==> src/hw/rtl/pmd_pkg.sv <==
// Shared types and constants for the PS/2 mouse packet decoder.
package pmd_pkg;

  // Status bit that marks a byte from the auxiliary (mouse) port
  localparam int unsigned AuxBit = 5;
  // Buttons tracked in the packet's first byte
  localparam int unsigned NumButtons = 3;

  typedef enum logic [1:0] {
    KIND_MOVE    = 2'd0,
    KIND_PRESS   = 2'd1,
    KIND_RELEASE = 2'd2
  } kind_t;

  // Packet position codes
  typedef enum logic [1:0] {
    POS_BUTTONS = 2'd0,
    POS_DX      = 2'd1,
    POS_DY      = 2'd2
  } pos_t;

  // One completed packet, already classified into pending events
  typedef struct packed {
    logic                  has_move;
    logic signed [7:0]     move_x;
    logic signed [8:0]     move_y;
    logic [NumButtons-1:0] change;
    logic [NumButtons-1:0] press;
  } packet_t;

  // Queue status toward front and back
  typedef struct packed {
    logic not_full;
    logic not_empty;
  } queue_status_t;

endpackage

==> src/hw/rtl/pmd_front.sv <==
// Front end: accepts bytes, assembles packets and classifies their events.
module pmd_front (
  input  logic                  clk,
  input  logic                  rst,
  input  logic                  in_valid,
  output logic                  in_stall,
  input  logic [7:0]            status_byte,
  input  logic [7:0]            data_byte,
  input  pmd_pkg::queue_status_t q_status,
  output logic                  push,
  output pmd_pkg::packet_t      push_packet
);

  pmd_pkg::pos_t                      pos;
  pmd_pkg::pos_t                      pos_next;
  logic [pmd_pkg::NumButtons-1:0]     button_mask;
  logic [7:0]                         slot_buttons;
  logic [7:0]                         slot_dx;
  logic                               take;
  logic                               completes;
  logic [8:0]                         dy_ext;
  logic [pmd_pkg::NumButtons-1:0]     new_mask;

  // Hold input while the queue has no room
  assign in_stall = !q_status.not_full;
  assign take     = in_valid && !in_stall && status_byte[pmd_pkg::AuxBit];
  assign completes = take && (pos == pmd_pkg::POS_DY);

  // Classify the completed packet
  assign new_mask = slot_buttons[pmd_pkg::NumButtons-1:0];
  assign dy_ext   = {data_byte[7], data_byte};
  always_comb begin
    push_packet.has_move = (slot_dx != 8'd0) || (data_byte != 8'd0);
    push_packet.move_x   = slot_dx;
    push_packet.move_y   = 9'd0 - dy_ext;
    push_packet.change   = new_mask ^ button_mask;
    push_packet.press    = new_mask;
  end
  // Drop packets that produce no events
  assign push = completes && (push_packet.has_move || (push_packet.change != '0));

  // Advance packet position
  always_comb begin
    pos_next = pos;
    if (take) begin
      unique case (pos)
        pmd_pkg::POS_BUTTONS: pos_next = pmd_pkg::POS_DX;
        pmd_pkg::POS_DX:      pos_next = pmd_pkg::POS_DY;
        default:              pos_next = pmd_pkg::POS_BUTTONS;
      endcase
    end
  end

  always_ff @(posedge clk) begin
    if (rst) begin
      pos         <= pmd_pkg::POS_BUTTONS;
      button_mask <= '0;
    end else begin
      pos <= pos_next;
      if (completes) button_mask <= new_mask;
    end
  end

  // Packet slots need no reset
  always_ff @(posedge clk) begin
    if (take && (pos == pmd_pkg::POS_BUTTONS)) slot_buttons <= data_byte;
    if (take && (pos == pmd_pkg::POS_DX))      slot_dx      <= data_byte;
  end

endmodule

==> src/hw/rtl/pmd_queue.sv <==
// Small packet queue between front and back ends.
module pmd_queue #(
  parameter int unsigned DEPTH = 2
) (
  input  logic                   clk,
  input  logic                   rst,
  input  logic                   push,
  input  pmd_pkg::packet_t       push_packet,
  input  logic                   pop,
  output pmd_pkg::packet_t       head,
  output pmd_pkg::queue_status_t status
);

  localparam int unsigned PtrW = (DEPTH > 1) ? $clog2(DEPTH) : 1;
  localparam int unsigned CntW = $clog2(DEPTH + 1);
  localparam logic [PtrW-1:0] LastPtr = PtrW'(DEPTH - 1);
  localparam logic [CntW-1:0] FullCnt = CntW'(DEPTH);

  pmd_pkg::packet_t entries [DEPTH];
  logic [PtrW-1:0]  wr_ptr;
  logic [PtrW-1:0]  rd_ptr;
  logic [CntW-1:0]  count;

  assign status.not_full  = (count != FullCnt);
  assign status.not_empty = (count != '0);
  assign head             = entries[rd_ptr];

  // Advance pointers and count
  always_ff @(posedge clk) begin
    if (rst) begin
      wr_ptr <= '0;
      rd_ptr <= '0;
      count  <= '0;
    end else begin
      if (push) wr_ptr <= (wr_ptr == LastPtr) ? '0 : wr_ptr + 1'b1;
      if (pop)  rd_ptr <= (rd_ptr == LastPtr) ? '0 : rd_ptr + 1'b1;
      if (push && !pop)      count <= count + 1'b1;
      else if (pop && !push) count <= count - 1'b1;
    end
  end

  always_ff @(posedge clk) begin
    if (push) entries[wr_ptr] <= push_packet;
  end

endmodule

==> src/hw/rtl/pmd_back.sv <==
// Back end: walks each packet's pending events into the output register.
module pmd_back (
  input  logic                   clk,
  input  logic                   rst,
  input  pmd_pkg::queue_status_t q_status,
  input  pmd_pkg::packet_t       head,
  output logic                   pop,
  output logic                   out_valid,
  input  logic                   out_stall,
  output logic [1:0]             event_kind,
  output logic signed [7:0]      move_x,
  output logic signed [8:0]      move_y,
  output logic [1:0]             button_number,
  output logic                   last_event
);

  logic                           work_valid;
  pmd_pkg::packet_t               work;
  pmd_pkg::packet_t               work_next;
  logic                           advance;
  logic                           emit;
  logic                           emit_last;
  logic [pmd_pkg::NumButtons-1:0] rest;
  logic [pmd_pkg::NumButtons-1:0] low_bit;
  logic [1:0]                     btn_num;
  pmd_pkg::kind_t                 kind;

  // Output register takes a new event when free or being taken
  assign advance = !out_valid || !out_stall;
  assign emit    = advance && work_valid;

  // Pick the next event: move first, then lowest changed button
  assign rest    = work.change & (work.change - 1'b1);
  assign low_bit = work.change & ~rest;
  always_comb begin
    btn_num = 2'd0;
    for (int i = pmd_pkg::NumButtons - 1; i >= 0; i--) begin
      if (low_bit[i]) btn_num = 2'(i + 1);
    end
  end

  always_comb begin
    work_next = work;
    if (work.has_move) begin
      kind               = pmd_pkg::KIND_MOVE;
      work_next.has_move = 1'b0;
      emit_last          = (work.change == '0);
    end else begin
      kind             = ((work.press & low_bit) != '0) ? pmd_pkg::KIND_PRESS
                                                         : pmd_pkg::KIND_RELEASE;
      work_next.change = rest;
      emit_last        = (rest == '0);
    end
  end

  // Load the next packet when the work slot is empty or finishing
  assign pop = q_status.not_empty && (!work_valid || (emit && emit_last));

  always_ff @(posedge clk) begin
    if (rst) begin
      work_valid <= 1'b0;
      out_valid  <= 1'b0;
    end else begin
      if (pop)                    work_valid <= 1'b1;
      else if (emit && emit_last) work_valid <= 1'b0;
      if (advance) out_valid <= work_valid;
    end
  end

  // Work and output payload need no reset
  always_ff @(posedge clk) begin
    if (pop)       work <= head;
    else if (emit) work <= work_next;
    if (emit) begin
      event_kind    <= kind;
      move_x        <= (kind == pmd_pkg::KIND_MOVE) ? work.move_x : 8'sd0;
      move_y        <= (kind == pmd_pkg::KIND_MOVE) ? work.move_y : 9'sd0;
      button_number <= (kind == pmd_pkg::KIND_MOVE) ? 2'd0 : btn_num;
      last_event    <= emit_last;
    end
  end

endmodule

==> src/hw/rtl/ps2_mouse_packet_decoder_unit.sv <==
// Top level of the PS/2 mouse packet decoder.
// A completed packet goes through the queue, the work slot and then the output register.
// Throughput: one byte per cycle while the packet queue has room.
// A packet yields up to four events, so a stalled output fills the QUEUE_DEPTH-entry queue.
// Events leave one per cycle, paced by the back end's walker, while out_stall is low.
// Synchronous reset clears packet position, button mask, queue and output valid.
module ps2_mouse_packet_decoder_unit #(
  parameter int unsigned QUEUE_DEPTH = 2
) (
  input  logic              clk,
  input  logic              rst,
  input  logic              in_valid,
  output logic              in_stall,
  input  logic [7:0]        status_byte,
  input  logic [7:0]        data_byte,
  output logic              out_valid,
  input  logic              out_stall,
  output logic [1:0]        event_kind,
  output logic signed [7:0] move_x,
  output logic signed [8:0] move_y,
  output logic [1:0]        button_number,
  output logic              last_event
);

  pmd_pkg::queue_status_t q_status;
  pmd_pkg::packet_t       push_packet;
  pmd_pkg::packet_t       head;
  logic                   push;
  logic                   pop;

  pmd_front u_front (
    .clk         (clk),
    .rst         (rst),
    .in_valid    (in_valid),
    .in_stall    (in_stall),
    .status_byte (status_byte),
    .data_byte   (data_byte),
    .q_status    (q_status),
    .push        (push),
    .push_packet (push_packet)
  );

  pmd_queue #(
    .DEPTH (QUEUE_DEPTH)
  ) u_queue (
    .clk         (clk),
    .rst         (rst),
    .push        (push),
    .push_packet (push_packet),
    .pop         (pop),
    .head        (head),
    .status      (q_status)
  );

  pmd_back u_back (
    .clk           (clk),
    .rst           (rst),
    .q_status      (q_status),
    .head          (head),
    .pop           (pop),
    .out_valid     (out_valid),
    .out_stall     (out_stall),
    .event_kind    (event_kind),
    .move_x        (move_x),
    .move_y        (move_y),
    .button_number (button_number),
    .last_event    (last_event)
  );

endmodule
==> config.mk <==
export PLATFORM = sky130hd
export DESIGN_NAME = ps2_mouse_packet_decoder_unit
export DESIGN_NICKNAME = d
export VERILOG_FILES = /design/src/hw/rtl/pmd_pkg.sv /design/src/hw/rtl/pmd_front.sv /design/src/hw/rtl/pmd_queue.sv /design/src/hw/rtl/pmd_back.sv /design/src/hw/rtl/ps2_mouse_packet_decoder_unit.sv
export SDC_FILE = /design/constraint.sdc
export NUM_CORES = 1
export LEC_CHECK = 0
export ABC_AREA = 1
export BUFFER_PORTS_ARGS = -buffer_cell sky130_fd_sc_hd__buf_2
export CAP_MARGIN = 40
export CORE_AREA = 4 4 93 95
export CTS_CLUSTER_SIZE = 14
export DETAILED_ROUTE_END_ITERATION = 7
export DIE_AREA = 0 0 97 99
export PLACE_DENSITY = 0.79
export SYNTH_ARGS = -nofsm -noshare
export SYNTH_HDL_FRONTEND = slang
export SYNTH_SLANG_ARGS = --single-unit
export TNS_END_PERCENT = 100
==> constraint.sdc <==
create_clock -name clk -period 5.1 [get_ports clk]
set_input_delay 0.765 -clock clk [delete_from_list [all_inputs] [get_ports clk]]
set_output_delay 0.765 -clock clk [all_outputs]
set_load 0.05 [all_outputs]
==> reports/qor.txt <==
Biggest cell delay along the critical path - 790 ps
Met3 layer usage reported by global route - 5.94%
Sequential-to-total area share from yosys stat - 74.0%
Cell with the most instances after synthesis - edfxtp_1
First-pass iteration count of the detailed router - 4
Residual overflow from global routing - 0
Chip width - 97 µm
Port Buf Inserts - 36
Syn Inst Count - 368
Switching portion of total power - 31.6%
Vias in the first global route - 2673
Top-level port count - 44
Placed cell count - 498
Cells along the critical path - nand3_1 > nand2_2 > nand2_2 > nand2_2 > nand2_2 > ha_1 > a21oi_1 > o21ai_0 > o21ai_0 > a21oi_1
Number of diodes added for antenna fixing - 0
Number of antenna violations at the first check in global routing - 0
Endpoints failing hold - 0
Latest clock arrival within the worst-skew pair - 500 ps
Final critical-path share of the clock period - 53.6%
Post-detailed-route via-to-cell ratio - 5.00
Clock share of power - 34.4%
Area taken by multi-input logic gates - 953 µm²
Signed area change from the synthesized netlist to the final layout - 19.0%
Ys flop type - edfxtp_1
Met1 routing resource usage after global routing - 19.1%
Maximum level of the CTS H-tree - 4
Worst clock skew - 11.4 ps
YS warnings - 0
CTS tree - done
Total clock buffers created by CTS - 17
Post-route non-filler standard cell count - 529
Tot GR Track Use - 17.0%
Class of the worst hold path - in2reg
Result of the run - complete, no violations
Total number of vias - 2647
Pwr dens - 612 nW/µm²
Highest Clock Rate - 366 MHz
Count of unresolved DRC violations after routing - 0
Deepest clock path buffer count - 2
Startpoint Class - flip-flop
Portion of synthesized cell area occupied by the leading cell type - 68.8%
Met2 Use GR - 29.4%
Clock-pin slew of the registers on the worst-case setup and hold paths - 50 ps
Buffers inserted during post-CTS setup optimization - 0
Data arrival time of the worst path - 3110 ps
DR WL/cell - 13.8 µm
Leak pwr - 2.18 nW
Worst path slowest cell - edfxtp_1
Count of unique library cells instantiated by Yosys - 25
MaxCap Viol Count - 0
CTS hold repair buffers - 0
Setup repair after global routing missed its margin - false
CTS Root Buffer Type - clkbuf_8
Clock Sink Count - 117
Required time of the critical path - 5480 ps
Worst Max-Slew Pin Slew - 877 ps
Aggregate routed wire length - 7.29 mm
Drt initial violations - 125
Flip-flop and latch area - 3390 µm²
Post-CTS resize count - 0
Synthesized area per cell - 12.5 µm²
Top cell by count, worst path - nand2_2
Overall power consumption - 3.34 mW
Cell Area, Synth - 4580 µm²
Cell taking the most area after synthesis - edfxtp_1
Total negative setup slack - 0 ps
Layer with the highest usage - met2
Cell family with most CP delay - simple AND/OR/NAND/NOR gates
Final Critical Period - 2730 ps
Core area - 7730 µm²
Total die area - 9600 µm²
Worst reg2reg path depth - 10
Final Setup Violations - 0
Dominant cells by area after synthesis - edfxtp_1 (69%), nand2_1 (7.2%), dfxtp_1 (5.2%)
CP bufs+invs - 0
Number of nets in the layout - 437
Top cells by count, synth - edfxtp_1 (105), nand2_1 (88), inv_1 (46)
Wire length of the first global-routing pass - 12.4 mm
Share of power burned in combinational logic - 22.1%
Number of synthesized register bits - 117
Die extent in y - 99 µm
Filler cell count - 492
Max-slew headroom - 41.4%
Remaining antenna violation count - 0
Initial standard-cell utilization of the core - 59.3%
Synth Net Count - 390
Post-synth EDFFs - 105
Half-perimeter wire length after placement - 4.65 mm
Element type at the critical path end - flip-flop
Placer's final routability congestion estimate - 0.783
Internal power - 2.28 mW
Switching power of the nets - 1.05 mW
Maximum number of pins on one net before global-route repair - 30
Worst Hold Depth - 1
Fraction of layout cells with a size suffix above 1 - 19.7%
Kind of critical path - reg2reg
Fraction of power consumed by sequential logic - 43.5%
Max-slew violation count - 0
Number of cells on the critical path - 10
Row count - 32
Max VDD drop - 0.295 mV
Critical Path Fanout Max - 29
Share of flip-flops with an asynchronous set or reset - 0%
## kinds of logic after synthesis
family          synth area share, %
mux                           0.437
fa+ha+maj                     0.546
buf+inv                        5.27
simple gates                   12.0
flops                          74.0
xor+xnor                       1.72
compound gates                 6.03
## registers in the layout, summed over array words and instances, names as in the netlist, 2 cells and up, named ones only
| signal | count |
|---|---|
| u_back.button_number | 2 |
| u_back.event_kind | 2 |
| u_front.slot_dx | 8 |
| u_back.move_x | 8 |
| u_front.pos | 2 |
| u_back.move_y | 9 |
| u_back.work | 24 |
| u_queue.count | 2 |
| u_front.slot_buttons | 3 |
| u_queue.entries | 48 |
| u_front.button_mask | 3 |
## cells in the final DEF (no fill, tap or decap), drive strengths merged, types with 2 or more instances in the layout
| master | synthesis | routed |
|---|---|---|
| xnor2 | 4 | 4 |
| dfxtp | 12 | 12 |
| a21oi | 35 | 35 |
| nor3 | 7 | 7 |
| bufinv | 0 | 4 |
| nand2 | 92 | 92 |
| clkbuf | 7 | 18 |
| mux2i | 2 | 2 |
| o21ai | 7 | 7 |
| buf | 4 | 39 |
| edfxtp | 105 | 105 |
| ha | 2 | 2 |
| clkinvlp | 0 | 2 |
| nand3 | 12 | 12 |
| clkinv | 0 | 7 |
| nor2 | 24 | 24 |
| inv | 47 | 47 |
| xor2 | 5 | 5 |
## worst paths after layout
kind	start	endpoint	slack, ps
setup / recovery	u_back.work[23]	u_queue.count[1]	2370
hold / removal	data_byte[3]	u_front.slot_dx[3]	450
setup reg to reg	u_back.work[23]	u_queue.count[1]	2370
hold reg to reg	u_front.button_mask[0]	u_front.button_mask[0]	480
## per-layer routing
| layer | share of wire [%] | vias to the layer above |
|---|---|---|
| met5 | 0 | - |
| met4 | 0.96 | 0 |
| met3 | 5.6 | 4 |
| met2 | 53 | 81 |
| met1 | 41 | 1225 |
| li1 | - | 1337 |
## area by class of cell
cell class | count | share of cell area [%]
Sequential cell | 117 | 62.2
Multi-Input combinational cell | 193 | 17.5
Clock buffer | 18 | 7.66
Timing Repair Buffer | 39 | 4.04
Inverter | 47 | 3.24
Clock inverter | 13 | 3.01
Tap cell | 102 | 2.34
## through the flow
step	hold WS (ps)	setup WS [ps]	instance area, µm²	utilization [%]
after floorplan	443	1700	4580	-
after global placement	451	2410	4840	62.6
after detailed placement	465	2250	4870	63.0
after CTS	427	2370	5450	70.6
after global routing	435	2150	5450	70.6
final	451	2370	5450	70.6
## power groups by stage
stage / Combinational, mW / Sequential [mW] / Clock [mW]
global placement: 0.716 / 1.46 / 0
detailed placement: 0.732 / 1.47 / 0
finish: 0.737 / 1.45 / 1.15
global route: 0.815 / 1.48 / 1.22
floorplan: 0.422 / 1.65 / 0
CTS: 0.743 / 1.45 / 1.17
Note: power is estimated with default switching activity, not from simulation.
